`config.mk`:
```
export PLATFORM = sky130hd
export DESIGN_NAME = wco_div
export DESIGN_NICKNAME = d
export VERILOG_FILES = /design/src/design/wco_div.sv
export SDC_FILE = /design/constraint.sdc
export NUM_CORES = 1
export LEC_CHECK = 0
export BUFFER_PORTS_ARGS = -buffer_cell sky130_fd_sc_hd__buf_4
export CAP_MARGIN = 25
export CORE_UTILIZATION = 45
export CTS_BUF_LIST = sky130_fd_sc_hd__clkbuf_4 sky130_fd_sc_hd__clkbuf_8
export DETAILED_ROUTE_END_ITERATION = 8
export PLACE_DENSITY = 0.73
export SYNTH_ARGS = -nofsm -noshare
export SYNTH_HDL_FRONTEND = slang
export SYNTH_SLANG_ARGS = --single-unit
export TNS_END_PERCENT = 50
```
`constraint.sdc`:
```
create_clock -name clk_i -period 3.44 [get_ports clk_i]
set_input_delay 0.344 -clock clk_i [delete_from_list [all_inputs] [get_ports clk_i]]
set_output_delay 0.344 -clock clk_i [all_outputs]
set_load 0.02 [all_outputs]
```
`src/design/wco_div.sv`:
```
// Serial signed 16.16 divider: (a << 16) / b, truncated, saturated to 32 bits.
// One quotient bit per cycle. Depends on nothing but the clock and reset.
`timescale 1ns / 1ps
module wco_div (
  input  logic               clk_i,
  input  logic               rst_ni,
  input  logic               start_i,
  input  logic signed [31:0] a_i,
  input  logic signed [31:0] b_i,
  output logic               done_o,
  output logic signed [31:0] q_o
);

  logic [47:0] rem_q, rem_d;
  logic [47:0] quo_q, quo_d;
  logic [47:0] num_q, num_d;
  logic [31:0] den_q, den_d;
  logic        neg_q, neg_d;
  logic        zero_q, zero_d;
  logic        aneg_q, aneg_d;
  logic [5:0]  cnt_q, cnt_d;
  logic        run_q, run_d;
  logic        done_q, done_d;
  logic [48:0] trial;
  logic [48:0] shifted;
  logic [31:0] amag;
  logic [31:0] bmag;

  assign amag = a_i[31] ? (~a_i + 32'd1) : a_i;
  assign bmag = b_i[31] ? (~b_i + 32'd1) : b_i;
  assign shifted = {rem_q, num_q[47]};
  assign trial = shifted - {17'd0, den_q};

  always_comb begin
    rem_d = rem_q;
    quo_d = quo_q;
    num_d = num_q;
    den_d = den_q;
    neg_d = neg_q;
    zero_d = zero_q;
    aneg_d = aneg_q;
    cnt_d = cnt_q;
    run_d = run_q;
    done_d = 1'b0;
    if (start_i) begin
      rem_d = 48'd0;
      quo_d = 48'd0;
      num_d = {amag, 16'd0};
      den_d = bmag;
      neg_d = a_i[31] ^ b_i[31];
      zero_d = (b_i == 32'sd0);
      aneg_d = a_i[31];
      cnt_d = 6'd0;
      run_d = 1'b1;
    end else if (run_q) begin
      if (!trial[48]) begin
        rem_d = trial[47:0];
        quo_d = {quo_q[46:0], 1'b1};
      end else begin
        rem_d = shifted[47:0];
        quo_d = {quo_q[46:0], 1'b0};
      end
      num_d = {num_q[46:0], 1'b0};
      cnt_d = cnt_q + 6'd1;
      if (cnt_q == 6'd47) begin
        run_d = 1'b0;
        done_d = 1'b1;
      end
    end
  end

  always_ff @(posedge clk_i or negedge rst_ni) begin
    if (!rst_ni) begin
      run_q <= 1'b0;
      done_q <= 1'b0;
      cnt_q <= 6'd0;
    end else begin
      run_q <= run_d;
      done_q <= done_d;
      cnt_q <= cnt_d;
    end
  end

  always_ff @(posedge clk_i) begin
    rem_q <= rem_d;
    quo_q <= quo_d;
    num_q <= num_d;
    den_q <= den_d;
    neg_q <= neg_d;
    zero_q <= zero_d;
    aneg_q <= aneg_d;
  end

  always_comb begin
    if (zero_q) begin
      q_o = aneg_q ? 32'sh80000000 : 32'sh7FFFFFFF;
    end else if (neg_q) begin
      if (quo_q > 48'h80000000) q_o = 32'sh80000000;
      else q_o = 32'(~quo_q + 48'd1);
    end else begin
      if (quo_q > 48'h7FFFFFFF) q_o = 32'sh7FFFFFFF;
      else q_o = quo_q[31:0];
    end
  end

  assign done_o = done_q;

endmodule

```
[Word level (Yosys, flattened, before mapping)]
Index checks and enable logic that the tools add are counted.
Operators by class
  $add $sub $neg: 5
  order comparisons: 2
  eq/ne operators: 1
  mux-type cells: 19
  bitwise operators: 4
  reduce and logical (&&, ||, !) cells: 2
Operator list (number)
  $mux 32: 6
  $mux 48: 3
  $add 32x1->32 const B: 3
  $not 32->32: 3
  $sub 49x32->49: 1
  $gt 48x31->1 const B: 1
  $gt 48x32->1 const B: 1
  $logic_not 32->1: 1
  $mux 31: 1
  $mux 6: 2
  $mux 1: 7
  $add 6x1->6 const B: 1
  $eq 6x6->1 const B: 1
  $reduce_bool 2->1: 1
  $xor 1x1->1: 1
Storage, ports and cells
  register bits after elaboration: 171
  bits of input ports: 67
  output and inout bits: 33
  logic and storage cells: 44

[Longest topological paths before layout]
Gate-level depths: netlist (run 1).
  depth in word-level cells: 5
  mapped depth: 14
  gate-level depth less buffers: 13

[Worst setup path after synthesis (run 1)]
Ideal clock, no wire load.
  kind: reg2out
  from: register quo_q[8]
  to: output port q_o[19]
  arrival time: 3.133 ns
  required time: 3.096 ns
  setup slack: -0.037 ns
  cell stages (with the launch flop): 11
  path buffers: 2
  cell sequence: dfxtp_1 clkbuf_1 or4_1 or3_1 nor4_1 nand2_1 a21o_1 clkbuf_1 o311ai_0 o21ai_0 a21oi_1
Between the ends
  word-level cells in the longest chain between the ends: 5
  elaborated cells on any way between the ends: 8
  those cells by class: 1 x add/sub; 2 x order compare; 4 x mux; 1 x bitwise
RTL lines
  start: declaration: line 15  | logic [47:0] quo_q, quo_d;
  start signal: assignment: line 86  | quo_q <= quo_d;
  $not 32->32: line 99  | else q_o = 32'(~quo_q + 48'd1);
  $add 32x1->32: line 99
  $mux 32: line 98  | if (quo_q > 48'h80000000) q_o = 32'sh80000000;
  $mux 32 *: line 97  | end else if (neg_q) begin
  $mux 32 *: line 95  | if (zero_q) begin
  end: declaration: line 11  | output logic signed [31:0] q_o
Every way passes the cells marked *; elsewhere a longest branch is shown, timed or not.

[Final worst setup path (run 1)]
  from: register quo_q[10]
  to: output port q_o[25]
The elaborated chain is that of the path after synthesis.

==> results of run 1 <==
## metrics by stage
step | setup WS [ns] | std cells
2_1_floorplan | -0.0375 | 1348
3_3_place_gp | -0.102 | 1751
3_5_place_dp | -0.135 | 1751
4_1_cts | -0.0679 | 1790
5_1_grt | -0.215 | 1793
6_report | -0.114 | 1793
## worst min path at each step
stage / end / slack [ns] / cells past startpoint
global placement: done_o$_DFF_PN0_ / 0.17 / 1
global route: den_q[0]$_DFFE_PP_ / 0.08 / 1
finish: den_q[0]$_DFFE_PP_ / 0.1 / 1
floorplan: cnt_q[0]$_DFFE_PN0P_ / 0.05 / 0
detailed placement: done_o$_DFF_PN0_ / 0.17 / 1
CTS: den_q[0]$_DFFE_PP_ / 0.08 / 1
## per-layer routing
layer  wire [um]  GRT usage
met5           0          0
met4         443     0.0516
met3        1160     0.0323
met2       12800      0.352
met1       12700      0.283
## final cells by class
cell class | instances | area share
clock buffer | 17 | 0.0176
multi-input combinational | 1049 | 0.513
clock inverter | 15 | 0.0154
sequential | 171 | 0.311
timing repair buffer | 168 | 0.0982
inverter | 49 | 0.0140
tap | 324 | 0.0305
## cells in the mapped netlist (11+ instances only)
library cell / count
or3_1: 20
dfxtp_1: 96
mux2i_1: 51
nor2_1: 180
a211oi_1: 13
a311oi_1: 25
nand2_1: 147
xnor2_1: 52
nor2b_1: 11
o21ai_0: 80
a21oi_1: 104
edfxtp_1: 67
xor2_1: 55
o31ai_1: 37
nor4_1: 16
nor3_1: 27
nand3_1: 21
ha_1: 36
or4_1: 17
a21o_1: 15
clkbuf_1: 67
nand4_1: 15
inv_1: 49
## cells in the final DEF, fill, tap and decap left out, types with 17 or more instances in the layout
master / instances
nor3_1: 26
nor2_1: 178
buf_4: 158
a21oi_1: 95
o21ai_0: 72
o31ai_1: 27
xnor2_1: 51
ha_1: 36
nand2_1: 143
clkbuf_8: 17
nand3_1: 21
a311oi_1: 24
dfxtp_1: 93
xor2_1: 55
inv_1: 48
edfxtp_1: 67
mux2i_1: 51
## sequential cells by signal, indices dropped and copies added, names as in the netlist
name and cells:
num_q 32, zero_q 1, done_o 1, quo_q 48, den_q 32, cnt_q 6, run_q 1, aneg_q 1
neg_q 1, rem_q 48
## where the power goes
group / switching [uW] / total, uW / internal, uW
Sequential: 286 / 2760 / 2470
Clock: 820 / 1570 / 747
Combinational: 2600 / 4610 / 2000
Total: 3710 / 8930 / 5230
## kinds of logic (layout without fill, tap and decap cells)
kind of cell,count (synthesis),after routing
flops,171,171
mux,52,52
buf+inv,129,249
compound gates,347,348
simple gates,504,504
fa+ha+maj,37,37
xor+xnor,108,108
## repair_timing
action,in CTS,in global routing
pin swaps,13,14
endpoints found under the setup margin,32,45
hold buffers,1,0
buffers inserted,5,3
cloned,1,0
resized for setup,31,46
endpoints found under the hold margin,8,0
==> impl_metrics.env, run 1 <==
export IMPL_areaGrowthSynthToFinish_pct=19.4
export IMPL_fin_ws_ns=-0.114
export IMPL_regToRegSetupSlack_ns=0.17
export IMPL_port_buffers=99
export IMPL_hold_path_class="input pin to flip-flop"
export IMPL_ys_ff_latch=171
export IMPL_slowest_stage="or4_4"
export IMPL_cap_violations=0
export IMPL_status="finished with violations"
export IMPL_ios=100
export IMPL_synth_area_per_cell_um2=8.27
export IMPL_grt_pass1_vias=9379
export IMPL_grt_max_degree=80
export IMPL_hpwl_mm=19.0
export IMPL_wl_mm=27.0
export IMPL_period_share=1.03
export IMPL_timing_rr_end="rem_q[43]$_SDFFE_PP0P_"
export IMPL_ys_types=67
export IMPL_cp_required_ns=3.10
export IMPL_syn_area_um2=11100
export IMPL_wl_per_cell_um=15.1
export IMPL_relSlewSlack=0.382
export IMPL_cts_buffer_depth=2
export IMPL_setup_worst_path_end_class="output port"
export IMPL_crit_fanout=6
export IMPL_ctsRootBufferMaster="clkbuf_8"
export IMPL_power_uw=8930
export IMPL_clk_latency_ns=0.48
export IMPL_fin_skew_ns=0.0140
export IMPL_drtAntennaViolNets=0
export IMPL_cts_tree="done"
export IMPL_synth_edf_count=67
export IMPL_fin_nets=1560
export IMPL_synth_top_family_by_area="simple AND/OR/NAND/NOR gates"
export IMPL_n_antenna_cell=0
export IMPL_synth_largest_area_cell="edfxtp_1"
export IMPL_crit_buf_inv=3
export IMPL_grt_antenna_before_repair=0
export IMPL_fin_crit_ns=3.55
export IMPL_nFillCells=2245
export IMPL_worst_r2r_path_depth=10
export IMPL_violations="setup timing"
export IMPL_register_area_um2=4140
export IMPL_die_x_um=159
export IMPL_worst_setup_path_type="flip-flop to output port"
export IMPL_finish_instance_area_um2=13300
export IMPL_ys_seq_area_frac=0.371
export IMPL_report_final_slew_viol_count=0
export IMPL_start_kind="flip-flop"
export IMPL_p_per_area_nw_per_um2=671
export IMPL_synth_mux_area_frac=0.0468
export IMPL_cts_sinks=171
export IMPL_hold_violations=0
export IMPL_overflow=0
export IMPL_grt_pass1_wl_mm=44.6
export IMPL_grt_use_total=0.210
export IMPL_rsz0062_at_grt="yes"
export IMPL_cp_endpoint="q_o[25]"
export IMPL_cp_startpoint="quo_q[10]$_SDFFE_PP0P_"
export IMPL_drcViolationCount=0
export IMPL_ctsHtreeMaxLevel=4
export IMPL_drtIter0Drc=759
export IMPL_whs_ns=0.0951
export IMPL_postSynthCellCount=1348
export IMPL_path_depth=11
export IMPL_synth_top_area_frac=0.180
export IMPL_fin_setup_tns_ns=-0.857
export IMPL_critPathMaxStageDelay_ns=0.55
export IMPL_postLayoutCoreUtil=0.547
export IMPL_numCtsBuffers=17
export IMPL_fmax_mhz=281
export IMPL_synthAdderAreaFrac=0.0422
export IMPL_placed_area_um2=12500
export IMPL_async_flop_share=0.0468
export IMPL_worstHoldStart="b_i[0]"
export IMPL_synthFlopType="dfxtp_1"
export IMPL_synth_simple_area_share=0.211
export IMPL_core_area_um2=24300
export IMPL_setup_viol_count_final=24
export IMPL_ir_drop_mv=0.437
export IMPL_via_per_inst=5.61
export IMPL_worst_ep_arrival_time_ns=3.21
export IMPL_leakagePower_uw=0.00569
export IMPL_yosys_area_share_xor_xnor=0.0855
export IMPL_synth_compound_area_frac=0.199
export IMPL_crit_family="simple AND/OR/NAND/NOR gates"
export IMPL_multi_input_area_um2=6830
export IMPL_rr_startpoint="rem_q[34]$_SDFFE_PP0P_"
export IMPL_synthTopCellsByArea="edfxtp_1, dfxtp_1, nor2_1, nand2_1, a21oi_1"
export IMPL_drtPass1Iterations=5
export IMPL_drive_above_1_share=0.186
export IMPL_vias=10100
export IMPL_initial_core_util=0.458
export IMPL_rows=57
export IMPL_path_cells="or4_4 > or3_4 > nor4_4 > nand2_2 > a21oi_2 > nand2_2 > buf_4 > inv_4 > nand3b_1 > a31oi_1 > buf_4"
export IMPL_syn_nets=1452
export IMPL_dieHeight_um=159
export IMPL_synth_warnings=0
export IMPL_clkSlewWorstSetupHoldPaths_ns=0.10
export IMPL_globalplace_congestion=0.910
export IMPL_worst_slew_pin_slew_ns=0.928
export IMPL_dieArea_um2=25400
(Power assumes the default switching activity.)
==> run 2, diff against run 1 <==
--- a/config.mk
+++ b/config.mk
@@ -9,8 +9,10 @@
 export CAP_MARGIN = 25
 export CORE_UTILIZATION = 45
 export CTS_BUF_LIST = sky130_fd_sc_hd__clkbuf_4 sky130_fd_sc_hd__clkbuf_8
+export CTS_CLUSTER_DIAMETER = 120
 export DETAILED_ROUTE_END_ITERATION = 8
-export PLACE_DENSITY = 0.73
+export PLACE_DENSITY = 0.63
+export REMOVE_ABC_BUFFERS = 1
 export SYNTH_ARGS = -nofsm -noshare
 export SYNTH_HDL_FRONTEND = slang
 export SYNTH_SLANG_ARGS = --single-unit
==> impl_metrics.env, run 2 (same netlist as run 1, synthesis figures left out) <==
export IMPL_drtPass1Iterations=5
export IMPL_dieArea_um2=25400
export IMPL_via_per_inst=5.53
export IMPL_overflow=0
export IMPL_timing_rr_end="rem_q[47]$_SDFFE_PP0P_"
export IMPL_worst_r2r_path_depth=11
export IMPL_n_antenna_cell=0
export IMPL_drtAntennaViolNets=0
export IMPL_relSlewSlack=0.379
export IMPL_globalplace_congestion=0.876
export IMPL_core_area_um2=24300
export IMPL_die_x_um=159
export IMPL_reg_largest_list="quo_q x48, rem_q x48"
export IMPL_hold_path_end="den_q[0]$_DFFE_PP_"
export IMPL_setup_worst_path_end_class="output port"
export IMPL_fin_crit_ns=3.51
export IMPL_grt_use_total=0.228
export IMPL_layout_common_cells="nor2_1, buf_4, nand2_1"
export IMPL_ir_drop_mv=0.468
export IMPL_vias=9909
export IMPL_initial_core_util=0.458
export IMPL_p_sw_frac=0.413
export IMPL_leakagePower_uw=0.00572
export IMPL_fin_skew_ns=0.0191
export IMPL_rows=57
export IMPL_crit_buf_inv=3
export IMPL_rr_startpoint="rem_q[34]$_SDFFE_PP0P_"
export IMPL_wl_mm=28.4
export IMPL_drtIter0Drc=662
export IMPL_cts_buffer_depth=2
export IMPL_dp_cells=1758
export IMPL_fin_nets=1560
export IMPL_critPathMaxStageDelay_ns=0.54
export IMPL_placed_area_um2=12600
export IMPL_fin_ws_ns=-0.0675
export IMPL_hold_path_class="input pin to flip-flop"
export IMPL_cts_sinks=171
export IMPL_power_uw=8890
export IMPL_path_cells="or4_4 > or3_4 > nor4_4 > buf_4 > nand2_4 > a21oi_2 > nand2_2 > buf_6 > o31ai_2 > a21oi_2 > nor2_1 > buf_4"
export IMPL_rsz0062_at_grt="yes"
export IMPL_port_buffers=99
export IMPL_grt_pass1_wl_mm=47.5
export IMPL_hold_depth=1
export IMPL_worst_slew_pin_slew_ns=0.931
export IMPL_fmax_mhz=285
export IMPL_grt_pass1_vias=9488
export IMPL_p_per_area_nw_per_um2=666
export IMPL_drive_above_1_share=0.191
export IMPL_cp_required_ns=3.10
export IMPL_p_comb_frac=0.511
export IMPL_worst_ep_arrival_time_ns=3.16
export IMPL_setup_viol_count_final=18
export IMPL_p_int_uw=5220
export IMPL_ctsRootBufferMaster="clkbuf_8"
export IMPL_ios=100
export IMPL_ctsHtreeMaxLevel=4
export IMPL_drcViolationCount=0
export IMPL_pwr_share_clk=0.178
export IMPL_hold_violations=0
export IMPL_worst_setup_path_type="flip-flop to output port"
export IMPL_whs_ns=0.0877
export IMPL_hpwl_mm=20.2
export IMPL_status="finished with violations"
export IMPL_register_area_um2=4140
export IMPL_p_seq_frac=0.311
export IMPL_start_kind="flip-flop"
export IMPL_wl_per_cell_um=15.8
export IMPL_switching_power_uw=3670
export IMPL_cap_violations=0
export IMPL_dp_slack_ns=-0.174
export IMPL_finish_instance_area_um2=13400
export IMPL_clkSlewWorstSetupHoldPaths_ns=0.10
export IMPL_grt_max_degree=78
export IMPL_finalNonFillerCells=1793
export IMPL_slowest_stage="or4_4"
export IMPL_crit_fanout=5
export IMPL_cts_tree="done"
export IMPL_clk_latency_ns=0.47
export IMPL_areaGrowthSynthToFinish_pct=19.8
export IMPL_violations="setup timing"
export IMPL_numCtsBuffers=17
export IMPL_dieHeight_um=159
export IMPL_grt_antenna_before_repair=0
export IMPL_report_final_slew_viol_count=0
export IMPL_regToRegSetupSlack_ns=0.18
export IMPL_layout_commonest_cell="nor2_1"
export IMPL_period_share=1.02
export IMPL_multi_input_area_um2=6840
export IMPL_nFillCells=2314
export IMPL_worstHoldStart="b_i[0]"
export IMPL_crit_family="simple AND/OR/NAND/NOR gates"
## run 2: through the flow
stage | utilization | setup TNS [ns]
6_report | 0.549 | -0.464
5_1_grt | 0.549 | -5.02
4_1_cts | 0.544 | -2.10
3_5_place_dp | 0.516 | -0.425
3_3_place_gp | 0.516 | -0.204
2_1_floorplan | - | -68.44
## run 2: power groups by stage
stage	Sequential [uW]	Clock [uW]	Combinational (uW)
after detailed placement	2800	0	4280
after global placement	2790	0	4260
after global routing	2810	1710	5070
after floorplan	2740	0	2980
after CTS	2760	1630	4410
final	2760	1590	4540
## run 2: area by class of cell
cell class | count | area share
flip-flops and latches | 171 | 0.310
clock buffers | 17 | 0.0175
repair buffers | 169 | 0.101
inverters | 49 | 0.0138
clock inverters | 15 | 0.0149
multi-input cells | 1048 | 0.512
well taps | 324 | 0.0304
## run 2: worst max path at each step
| stage | startpoint | endpoint | slack [ns] | cells after the start |
|---|---|---|---|---|
| detailed placement | b_i[3] | den_q[30]$_DFFE_PP_ | -0.17 | 10 |
| finish | quo_q[11]$_SDFFE_PP0P_ | q_o[12] | -0.07 | 12 |
| CTS | quo_q[11]$_SDFFE_PP0P_ | q_o[5] | -0.11 | 11 |
| global placement | b_i[3] | den_q[30]$_DFFE_PP_ | -0.14 | 10 |
| floorplan | run_q$_DFF_PN0_ | num_q[16]$_SDFFCE_PN0P_ | -1.57 | 2 |
| global route | quo_q[11]$_SDFFE_PP0P_ | q_o[12] | -0.21 | 12 |
## run 2: layer usage
metal / vias to the layer above / wire length [um] / global-route usage
met1: 4625 / 13600 / 0.309
met3: 21 / 1130 / 0.0401
met4: 0 / 231 / 0.0481
met5: - / 0 / 0
li1: 5074 / - / -
met2: 189 / 13400 / 0.381
## run 2: worst register-to-register path, stage by stage (launching register included)
cell and delay [ns]:
dfxtp_1 0.37, or4_1 0.57, or2_4 0.29, nor4_4 0.23
buf_4 0.16, o211ai_1 0.10, a21oi_2 0.25, xor2_4 0.12
buf_4 0.16, or3_1 0.36, or3_1 0.32, a311oi_1 0.24
## run 2: timing repair
action / 4_1_cts / 5_1_grt
resized for setup: 56 / 31
setup endpoints to repair: 33 / 43
pin swaps: 25 / 19
buffers inserted: 1 / 0
hold endpoints to repair: 8 / 0
gates cloned: 1 / 0
hold buffers: 1 / 0
